==> src/rtl/core/trailing_average_filter_assert.svh <==
// Assertion macros for the trailing average filter; they compile away under synthesis.
`ifndef TRAILING_AVERAGE_FILTER_ASSERT_SVH
`define TRAILING_AVERAGE_FILTER_ASSERT_SVH
`ifndef SYNTHESIS
`define TAF_ASSERT_IMPLY(lbl, ck, rn, ante, cons, msg) \
	lbl: assert property (@(posedge ck) disable iff (!rn) (ante) |-> (cons)) \
		else $error(msg);
`define TAF_ASSERT_NEXT(lbl, ck, rn, ante, cons, msg) \
	lbl: assert property (@(posedge ck) disable iff (!rn) (ante) |=> (cons)) \
		else $error(msg);
`else
`define TAF_ASSERT_IMPLY(lbl, ck, rn, ante, cons, msg)
`define TAF_ASSERT_NEXT(lbl, ck, rn, ante, cons, msg)
`endif
`endif

==> src/rtl/core/taf_pkg.sv <==
// Package with the beat types and function codes of the trailing average filter.
`default_nettype none
package taf_pkg;

	localparam int SAMPLE_W = 12;
	localparam int AVG_W    = 12;
	localparam int COUNT_W  = 6;

	localparam logic FUNC_APPEND = 1'b0;
	localparam logic FUNC_CLEAR  = 1'b1;

	typedef struct packed {
		logic                func;
		logic [SAMPLE_W-1:0] sample;
	} taf_in_t;

	typedef struct packed {
		logic [AVG_W-1:0]   average;
		logic [COUNT_W-1:0] valid_count;
		logic               window_full;
		logic               empty_res;
	} taf_out_t;

endpackage
`default_nettype wire

==> src/rtl/core/trailing_average_filter.sv <==
// Top level of the trailing average filter: ring memory, running sum and serial divider.
// The filter keeps the last WINDOW samples in a single-port ring memory and a running
// sum of the entries that count. Each request beat yields exactly one result beat with
// the floor of the mean, the number of entries in it, the full flag and the empty flag.
// An append passes through the states SUM, DIV and OUT before its result is loaded;
// in DIV the restoring divider produces one quotient bit per cycle of the SUM_W-bit
// quotient, where SUM_W is the sample width plus the bits of WINDOW. A clear passes
// through SUM and OUT only. One request is processed at a time, and a new request is
// taken while the previous result still waits in the output register.
`default_nettype none
`include "trailing_average_filter_assert.svh"

module trailing_average_filter
	import taf_pkg::*;
#(
	parameter int WINDOW      = 50,
	parameter int SAMPLE_BITS = 12
) (
	input  wire logic     clk,
	input  wire logic     arst_n,
	input  wire logic     req_valid,
	output logic          req_stall,
	input  wire taf_in_t  req,
	output logic          res_valid,
	input  wire logic     res_stall,
	output taf_out_t      res
);

	localparam int SB_EFF = (SAMPLE_BITS < SAMPLE_W) ? SAMPLE_BITS : SAMPLE_W;
	localparam int POS_W  = (WINDOW > 1) ? $clog2(WINDOW) : 1;
	localparam int CNT_W  = $clog2(WINDOW + 1);
	localparam int SUM_W  = SB_EFF + CNT_W;
	localparam int ITER_W = $clog2(SUM_W + 1);

	typedef enum logic [3:0] {
		ST_IDLE = 4'b0001,
		ST_SUM  = 4'b0010,
		ST_DIV  = 4'b0100,
		ST_OUT  = 4'b1000
	} state_t;

	state_t              state_q;
	logic [SB_EFF-1:0]   ring_q [WINDOW];
	logic [SB_EFF-1:0]   rd_q;
	logic                func_q;
	logic [SB_EFF-1:0]   sample_q;
	logic [POS_W-1:0]    pos_q;
	logic                full_q;
	logic [SUM_W-1:0]    sum_q;
	logic [CNT_W-1:0]    count_q;
	logic [CNT_W:0]      rem_q;
	logic [SUM_W-1:0]    quo_q;
	logic [ITER_W-1:0]   iter_q;
	logic                res_valid_q;
	taf_out_t            res_q;

	logic                accept;
	logic [SB_EFF-1:0]   req_sample;
	logic                last_pos;
	logic [POS_W-1:0]    pos_next;
	logic                full_next;
	logic [SUM_W-1:0]    sum_next;
	logic [CNT_W-1:0]    count_next;
	logic [CNT_W:0]      trial;
	logic                res_free;

	assign req_stall  = (state_q != ST_IDLE);
	assign accept     = req_valid && !req_stall;
	assign req_sample = req.sample[SB_EFF-1:0];
	assign res_valid  = res_valid_q;
	assign res        = res_q;
	assign res_free   = !res_valid_q || !res_stall;

	// The read returns the entry that the write of the same cycle replaces.
	always_ff @(posedge clk) begin
		if (accept && req.func == FUNC_APPEND) begin
			rd_q          <= ring_q[pos_q];
			ring_q[pos_q] <= req_sample;
		end
	end

	always_comb begin
		last_pos   = (pos_q == POS_W'(WINDOW - 1));
		pos_next   = last_pos ? '0 : pos_q + 1'b1;
		full_next  = full_q || last_pos;
		sum_next   = sum_q + SUM_W'(sample_q) - (full_q ? SUM_W'(rd_q) : '0);
		count_next = full_next ? CNT_W'(WINDOW) : CNT_W'(pos_next);
		trial      = {rem_q[CNT_W-1:0], quo_q[SUM_W-1]};
	end

	always_ff @(posedge clk or negedge arst_n) begin
		if (!arst_n) begin
			state_q     <= ST_IDLE;
			pos_q       <= '0;
			full_q      <= 1'b0;
			sum_q       <= '0;
			res_valid_q <= 1'b0;
		end else begin
			if (state_q == ST_OUT && res_free) begin
				res_valid_q <= 1'b1;
			end else if (res_valid_q && !res_stall) begin
				res_valid_q <= 1'b0;
			end
			unique case (state_q)
				ST_IDLE: begin
					if (accept) begin
						state_q <= ST_SUM;
					end
				end
				ST_SUM: begin
					if (func_q == FUNC_CLEAR) begin
						pos_q   <= '0;
						full_q  <= 1'b0;
						sum_q   <= '0;
						state_q <= ST_OUT;
					end else begin
						pos_q   <= pos_next;
						full_q  <= full_next;
						sum_q   <= sum_next;
						state_q <= ST_DIV;
					end
				end
				ST_DIV: begin
					if (iter_q == ITER_W'(1)) begin
						state_q <= ST_OUT;
					end
				end
				ST_OUT: begin
					if (res_free) begin
						state_q <= ST_IDLE;
					end
				end
				default: begin
					state_q <= ST_IDLE;
				end
			endcase
		end
	end

	always_ff @(posedge clk) begin
		if (accept) begin
			func_q   <= req.func;
			sample_q <= req_sample;
		end
		if (state_q == ST_SUM) begin
			rem_q  <= '0;
			iter_q <= ITER_W'(SUM_W);
			if (func_q == FUNC_CLEAR) begin
				count_q <= '0;
				quo_q   <= '0;
			end else begin
				count_q <= count_next;
				quo_q   <= sum_next;
			end
		end else if (state_q == ST_DIV) begin
			iter_q <= iter_q - 1'b1;
			if (trial >= {1'b0, count_q}) begin
				rem_q <= trial - {1'b0, count_q};
				quo_q <= {quo_q[SUM_W-2:0], 1'b1};
			end else begin
				rem_q <= trial;
				quo_q <= {quo_q[SUM_W-2:0], 1'b0};
			end
		end
		if (state_q == ST_OUT && res_free) begin
			res_q.average     <= AVG_W'(quo_q);
			res_q.valid_count <= COUNT_W'(count_q);
			res_q.window_full <= full_q;
			res_q.empty_res   <= (count_q == '0);
		end
	end

	`TAF_ASSERT_IMPLY(a_empty_zero, clk, arst_n, res_valid && res.empty_res, res.average == '0 && res.valid_count == '0, "empty result with nonzero average or count")
	`TAF_ASSERT_NEXT(a_busy_after_accept, clk, arst_n, accept, req_stall && !(state_q == ST_IDLE), "request taken but no processing started")
	`TAF_ASSERT_IMPLY(a_pos_range, clk, arst_n, 1'b1, pos_q <= POS_W'(WINDOW - 1), "write position beyond the window")

endmodule
`default_nettype wire
==> config.mk <==
export PLATFORM = sky130hd
export DESIGN_NAME = trailing_average_filter
export DESIGN_NICKNAME = d
export VERILOG_FILES = /design/src/rtl/core/taf_pkg.sv /design/src/rtl/core/trailing_average_filter.sv
export VERILOG_INCLUDE_DIRS = /design/src /design/src/rtl/core
export SDC_FILE = /design/constraint.sdc
export NUM_CORES = 1
export LEC_CHECK = 0
export ABC_AREA = 1
export BUFFER_PORTS_ARGS = -buffer_cell sky130_fd_sc_hd__buf_4
export CAP_MARGIN = 10
export CORE_MARGIN = 2
export CORE_UTILIZATION = 23
export CTS_BUF_LIST = sky130_fd_sc_hd__clkbuf_4
export DETAILED_ROUTE_END_ITERATION = 8
export SLEW_MARGIN = 5
export SYNTH_ARGS = -nofsm -noshare
export SYNTH_HDL_FRONTEND = slang
export SYNTH_SLANG_ARGS = --single-unit
==> constraint.sdc <==
create_clock -name clk -period 6.2 [get_ports clk]
set_clock_uncertainty 0.2 [all_clocks]
set_input_delay 1.24 -clock clk [delete_from_list [all_inputs] [get_ports clk]]
set_output_delay 1.24 -clock clk [all_outputs]
set_load 0.05 [all_outputs]
; Word level (Yosys, flattened, before mapping)
; Memories as Yosys holds them, arrays and structs flattened. A register that Yosys moved wholly into a read port is not among the register bits.
; Index checks and enable logic that the tools add are counted.
; Widths: inputs -> output; s select.
[op_classes]
bitwise_logic = 1
addsub = 5
eq_ne = 10
n_lt_le_gt_ge = 1
reduce_logical = 14
muxes = 19
[ops]
columns = op, n
row1 = $mux 18, 3
row2 = $mux 6, 4
row3 = $add 18x12->18, 1
row4 = $sub 18x12->18, 1
row5 = $mux 4, 4
row6 = $pmux 4 s4, 1
row7 = $mux 12, 1
row8 = $ge 7x6->1, 1
row9 = $add 6x1->6 const B, 1
row10 = $eq 6x6->1 const B, 1
row11 = $logic_not 6->1, 1
row12 = $mux 1, 6
row13 = $ne 2x2->1 const B, 3
row14 = $sub 6x6->6, 1
row15 = $eq 5x1->1 const B, 1
row16 = $sub 5x1->5 const B, 1
row17 = $eq 4x1->1 const B, 1
row18 = $eq 4x2->1 const B, 1
row19 = $eq 4x3->1 const B, 1
row20 = $eq 4x4->1 const B, 1
row21 = $logic_and 1x1->1, 4
row22 = $ne 4x1->1 const B, 1
row23 = $reduce_bool 2->1, 2
row24 = $logic_not 1->1, 3
row25 = 4 further kinds, 5
[totals]
memories = 1
ramBits = 600
elab_cells = 67
output_inout_bits = 22
register_bits = 98
in_bits = 17
[memory_table]
columns = memory, words, word_bits, read_ports, rd_clocked_by_memory_dff, write_ports, line_no
row1 = ring_q, 50, 12, 1, 1, 1, trailing_average_filter.sv:43  ; logic [SB_EFF-1:0] ring_q [WINDOW];

; Logic depth before layout (Yosys ltp)
[depth]
ltp_word = 6
mapped_depth = 17
ltp_nobuf = 16

; Least setup slack after synthesis
; Ideal clock, no wire load.
[synth_path]
path_kind = in2reg
startpoint = input req_valid
endpoint = memory ring_q[0][0] (netlist bit) (enable)
required_time_ns = 5.620
t_arrival_ns = 2.719
setup_ns = 0.380
slack_ns = 2.900
n_path_buf = 0
cell_stages = 4
cell_sequence = inv_1 > nor3_4 > nand2_1 > nor2_1
[synth_between]
elab_chain_cells = 4
[synth_lines]
columns = item, line_no
row1 = start: declaration, trailing_average_filter.sv:21  ; input wire logic req_valid,
row2 = $logic_and 1x1->1, trailing_average_filter.sv:68  ; assign accept = req_valid && !req_stall;
row3 = $logic_and 1x1->1, trailing_average_filter.sv:76  ; if (accept && req.func == FUNC_APPEND) begin
row4 = $mux 1, trailing_average_filter.sv:76
row5 = $mux 1 (not written as such), trailing_average_filter.sv:78  ; ring_q[pos_q] <= req_sample;
row6 = end: declaration, trailing_average_filter.sv:43
; Every way passes these cells.

; Final worst setup path
[layout_path]
startpoint = register pos_q[0]
endpoint = memory ring_q[13][7] (netlist bit) (enable)
[layout_rtl]
columns = item, line_no
row1 = start: declaration, trailing_average_filter.sv:47  ; logic [POS_W-1:0] pos_q;
row2 = start signal: assignment, trailing_average_filter.sv:117  ; pos_q <= pos_next;
; No word-level cell before the write port.

==> results by group <==
Outcome
  – Result of the run: completed

STA
  – Final setup vio count: 0
  – Setup repair after global routing missed its margin: no
  – Highest clock frequency the design can meet: 218 MHz
  – Accumulated negative setup slack: 0 ps
  – Crit share post-route: 74.1%
  – Fin. Hold Viols: 0
  – Final number of max-transition violations: 0
  – Slew of the pin with the lowest slew margin: 1120 ps
  – Minimum clock period: 4600 ps
  – Worst slew margin: 25.0%

Place
  – GP Congestion: 0.882
  – Placed cell count: 4380
  – Port Buffers: 38
  – HPWL Detailed: 50300 um

Die
  – Area inside the core boundary: 129000 um^2
  – Die boundary width: 364 um
  – Vertical die dimension: 364 um
  – Number of top-level pins: 39
  – Floorplan die area: 133000 um^2
  – Number of standard-cell rows in the floorplan: 132
  – Initial core utilization: 23.1%

Worst setup path
  – Cells on worst reg2reg path: 5
  – Critical path type: reg2reg
  – Top fanout value on the critical path: 78
  – Startpoint of the worst-slack reg-to-reg timing path: pos_q[0]
  – Critical path destination: ring_q[13][7]
  – Kind of start point of the critical path: flop
  – Critical Path RT: 6670 ps
  – Element type at the critical path end: flop
  – Register-to-Register Setup Slack: 1600 ps
  – Worst R2R End: ring_q[13][7]
  – Crit. Startpoint: pos_q[0]
  – Arrival time reported for the critical path endpoint: 5070 ps

Logic synthesis
  – Synthesis-stage register bit count: 710
  – Proportion of synthesized area in mux cells: 0%
  – Share of the synthesized area in compound gates (AO/OA/AOI/OAI): 6.78%
  – Post-Synth XOR/XNOR Area: 0.293%
  – Total of warnings raised by yosys: 0
  – Sequential fraction of the synthesis area: 70.5%
  – Area of the mapped netlist: 29900 um^2
  – Async set or reset register ratio after synthesis: 4.23%
  – Instance count of the mapped netlist: 2699
  – Number of nets in the synthesized netlist: 2757
  – Adder and majority cell fraction of the synthesized area: 2.04%
  – Synth Flop Type: sky130_fd_sc_hd__edfxtp_1
  – Synthesized-area fraction occupied by and/or/nand/nor cells: 16.5%
  – Count of cell types in the netlist: 35
  – Combinational family with the most area after synthesis: simple AND/OR/NAND/NOR gates
  – EDFF count, synth: 669
  – Mapped Avg Cell Area: 11.1 um^2

Clock network
  – Clock-pin slew on the worst setup and hold paths: 70 ps
  – Number of setup buffers added after CTS: 0
  – Root buffer cell: sky130_fd_sc_hd__clkbuf_4
  – Clock tree from TritonCTS: done
  – Number of buffers on the longest clock path: 3
  – Later-pin clock latency in the skew report: 1070 ps
  – CTS H-tree lvls: 4
  – Number of gates resized after cts: 0
  – Hold-fix buffers, CTS: 1
  – Num CTS Buffers: 172
  – Clock tree sinks: 710

Drt
  – Routed len/inst: 18.1 um
  – Total Routed Length: 85000 um
  – Number of search-and-repair iterations in the first detailed-routing pass: 5
  – Via count: 20400
  – Antenna-violating nets left: 0
  – Count of unresolved DRC violations after routing: 0
  – Initial drt markers: 2495
  – Average vias per placed instance: 4.34

Global route
  – Layer with the highest usage: met2
  – Initial antenna violation count: 4
  – Met3 Resource Use GR: 3.80%
  – Wire length of the first global-routing pass: 124000 um
  – Met1 capacity usage during global routing: 17.0%
  – Via count of the first global-routing pass: 19800
  – GRT Total Usage: 12.6%
  – GR Overflow Total: 0
  – Met2 Usage GRT: 18.6%
  – Largest net degree at the start of global routing: 132

Power
  – Clock power share: 28.7%
  – Int Power: 8640 uW
  – Switching power: 5150 uW
  – Switching Fraction: 37.4%
  – Relative contribution of combinational cells to total power: 29.3%
  – Pwr per Cell Area: 403 nW/um^2
  – Static Leak: 0.0128 uW
  – VDD IR-drop max: 0.277 mV
  – Part of the total power dissipated in sequential elements: 42.0%

Final layout
  – Final core utilization: 26.5%
  – Register Area: 21100 um^2
  – Layout overhead on the synthesized area: 14.5%
  – Number of nets in the finished design: 2871
  – Share of final-layout standard cells stronger than drive strength 1: 12.2%
  – Filler-free cell count of the finished design: 4701
  – Multi-input gate area in the final layout: 7680 um^2
  – Filler Cell Count: 13600

Job
  – # Max-Cap Violations: 0

Worst hold path
  – Hold WC Path Type: reg2reg
-- synthesized netlist by cell type, types with 8 or more instances --
cell | instances | area [um^2]
sky130_fd_sc_hd__inv_2 | 10 | 37.5
sky130_fd_sc_hd__dfrtp_1 | 29 | 726
sky130_fd_sc_hd__nor2_1 | 185 | 694
sky130_fd_sc_hd__nand3_1 | 40 | 200
sky130_fd_sc_hd__buf_4 | 8 | 60.1
sky130_fd_sc_hd__dfxtp_1 | 11 | 220
sky130_fd_sc_hd__o21ai_1 | 51 | 255
sky130_fd_sc_hd__o21ai_0 | 99 | 495
sky130_fd_sc_hd__nor3_1 | 10 | 50.1
sky130_fd_sc_hd__ha_1 | 28 | 350
sky130_fd_sc_hd__fa_1 | 13 | 260
sky130_fd_sc_hd__clkbuf_1 | 32 | 120
sky130_fd_sc_hd__buf_2 | 66 | 330
sky130_fd_sc_hd__nand2_1 | 1014 | 3810
sky130_fd_sc_hd__a21oi_1 | 244 | 1220
sky130_fd_sc_hd__inv_1 | 135 | 507
sky130_fd_sc_hd__edfxtp_1 | 669 | 20100
-- worst min path at each step --
stage	end	cells past startpoint	startpoint	slack, ps
floorplan	res[5]	0	count_q[3]	230
global placement	res[14]	0	quo_q[6]	240
detailed placement	res[14]	0	quo_q[6]	240
CTS	func_q	1	req[12]	180
global route	func_q	1	req[12]	190
finish	res[15]	0	quo_q[7]	260
-- metal layers --
layer	up-vias	wire, um
met2	971	37100
met3	158	8900
met1	9771	36600
li1	9485	-
met4	2	2390
met5	-	8
-- state kept, by name, summed over array words and instances (netlist names), 4 cells and up --
register  count
state_q       4
rd_q         12
pos_q         6
sample_q     12
sum_q        18
count_q       6
ring_q      600
quo_q        18
res          20
rem_q         6
iter_q        5
-- layout by cell type (no fill, tap or decap), types with 2 or more instances in the layout --
cell and instances:
sky130_fd_sc_hd__nand2_1 1014, sky130_fd_sc_hd__edfxtp_1 669, sky130_fd_sc_hd__clkbuf_4 257, sky130_fd_sc_hd__a21oi_1 243
sky130_fd_sc_hd__nor2_1 185, sky130_fd_sc_hd__inv_1 134, sky130_fd_sc_hd__o21ai_0 99, sky130_fd_sc_hd__buf_4 56
sky130_fd_sc_hd__o21ai_1 51, sky130_fd_sc_hd__nand3_1 40, sky130_fd_sc_hd__clkinv_1 38, sky130_fd_sc_hd__ha_1 28
sky130_fd_sc_hd__dfrtp_1 26, sky130_fd_sc_hd__fa_1 13, sky130_fd_sc_hd__dfxtp_1 11, sky130_fd_sc_hd__inv_2 9
sky130_fd_sc_hd__nor3_1 9, sky130_fd_sc_hd__diode_2 8, sky130_fd_sc_hd__xor2_1 7, sky130_fd_sc_hd__clkinv_2 6
sky130_fd_sc_hd__nand3b_1 5, sky130_fd_sc_hd__o22ai_1 5, sky130_fd_sc_hd__inv_6 4, sky130_fd_sc_hd__nor3_4 4
sky130_fd_sc_hd__clkinv_4 4, sky130_fd_sc_hd__nand4_1 3, sky130_fd_sc_hd__and2_1 3, sky130_fd_sc_hd__xnor2_1 3
sky130_fd_sc_hd__nand3_2 2, sky130_fd_sc_hd__o211ai_1 2, sky130_fd_sc_hd__nor3_2 2, sky130_fd_sc_hd__or2_2 2
sky130_fd_sc_hd__clkinv_8 2, sky130_fd_sc_hd__inv_8 2, sky130_fd_sc_hd__dfrtp_4 2
-- final cells by class --
class                   count  share of cell area, %
well taps                1742                   6.37
repair buffers             58                   1.32
clock inverters            55                  0.933
flip-flops and latches    710                   61.6
inverters                 147                   1.64
clock buffers             257                   5.64
diodes                      8                 0.0585
multi-input cells        1724                   22.4
-- per-stage QoR --
step	hold slack (ps)	power, uW	area, um^2	worst slack (ps)
floorplan	226	8590	29900	2900
global placement	238	9850	31900	1830
detailed placement	236	9880	31900	1720
CTS	180	13800	34200	1690
global route	192	14600	34200	1460
finish	258	13800	34200	1600
-- worst max-delay path, cell delays in order, from the launching register on --
cell,delay (ps)
sky130_fd_sc_hd__dfrtp_4,1040
sky130_fd_sc_hd__buf_4,770
sky130_fd_sc_hd__nand3_1,290
sky130_fd_sc_hd__inv_2,270
sky130_fd_sc_hd__nand2_1,510
sky130_fd_sc_hd__nor2_1,1050
-- kinds of logic (layout without fill, tap and decap cells) --
group           Yosys count  count (layout)
simple gates           1271            1271
compound gates          402             402
buf+inv                 265             517
flops                   710             710
other cells               0               8
xor+xnor                 10              10
fa+ha+maj                41              41
-- power by group through the flow --
stage | Combinational (uW) | Clock [uW] | Sequential (uW)
floorplan | 2840 | 0 | 5750
global placement | 3960 | 0 | 5890
detailed placement | 3990 | 0 | 5890
CTS | 4010 | 4030 | 5790
global route | 4480 | 4270 | 5820
finish | 4040 | 3950 | 5800
Power figures use the tool's default switching activity.
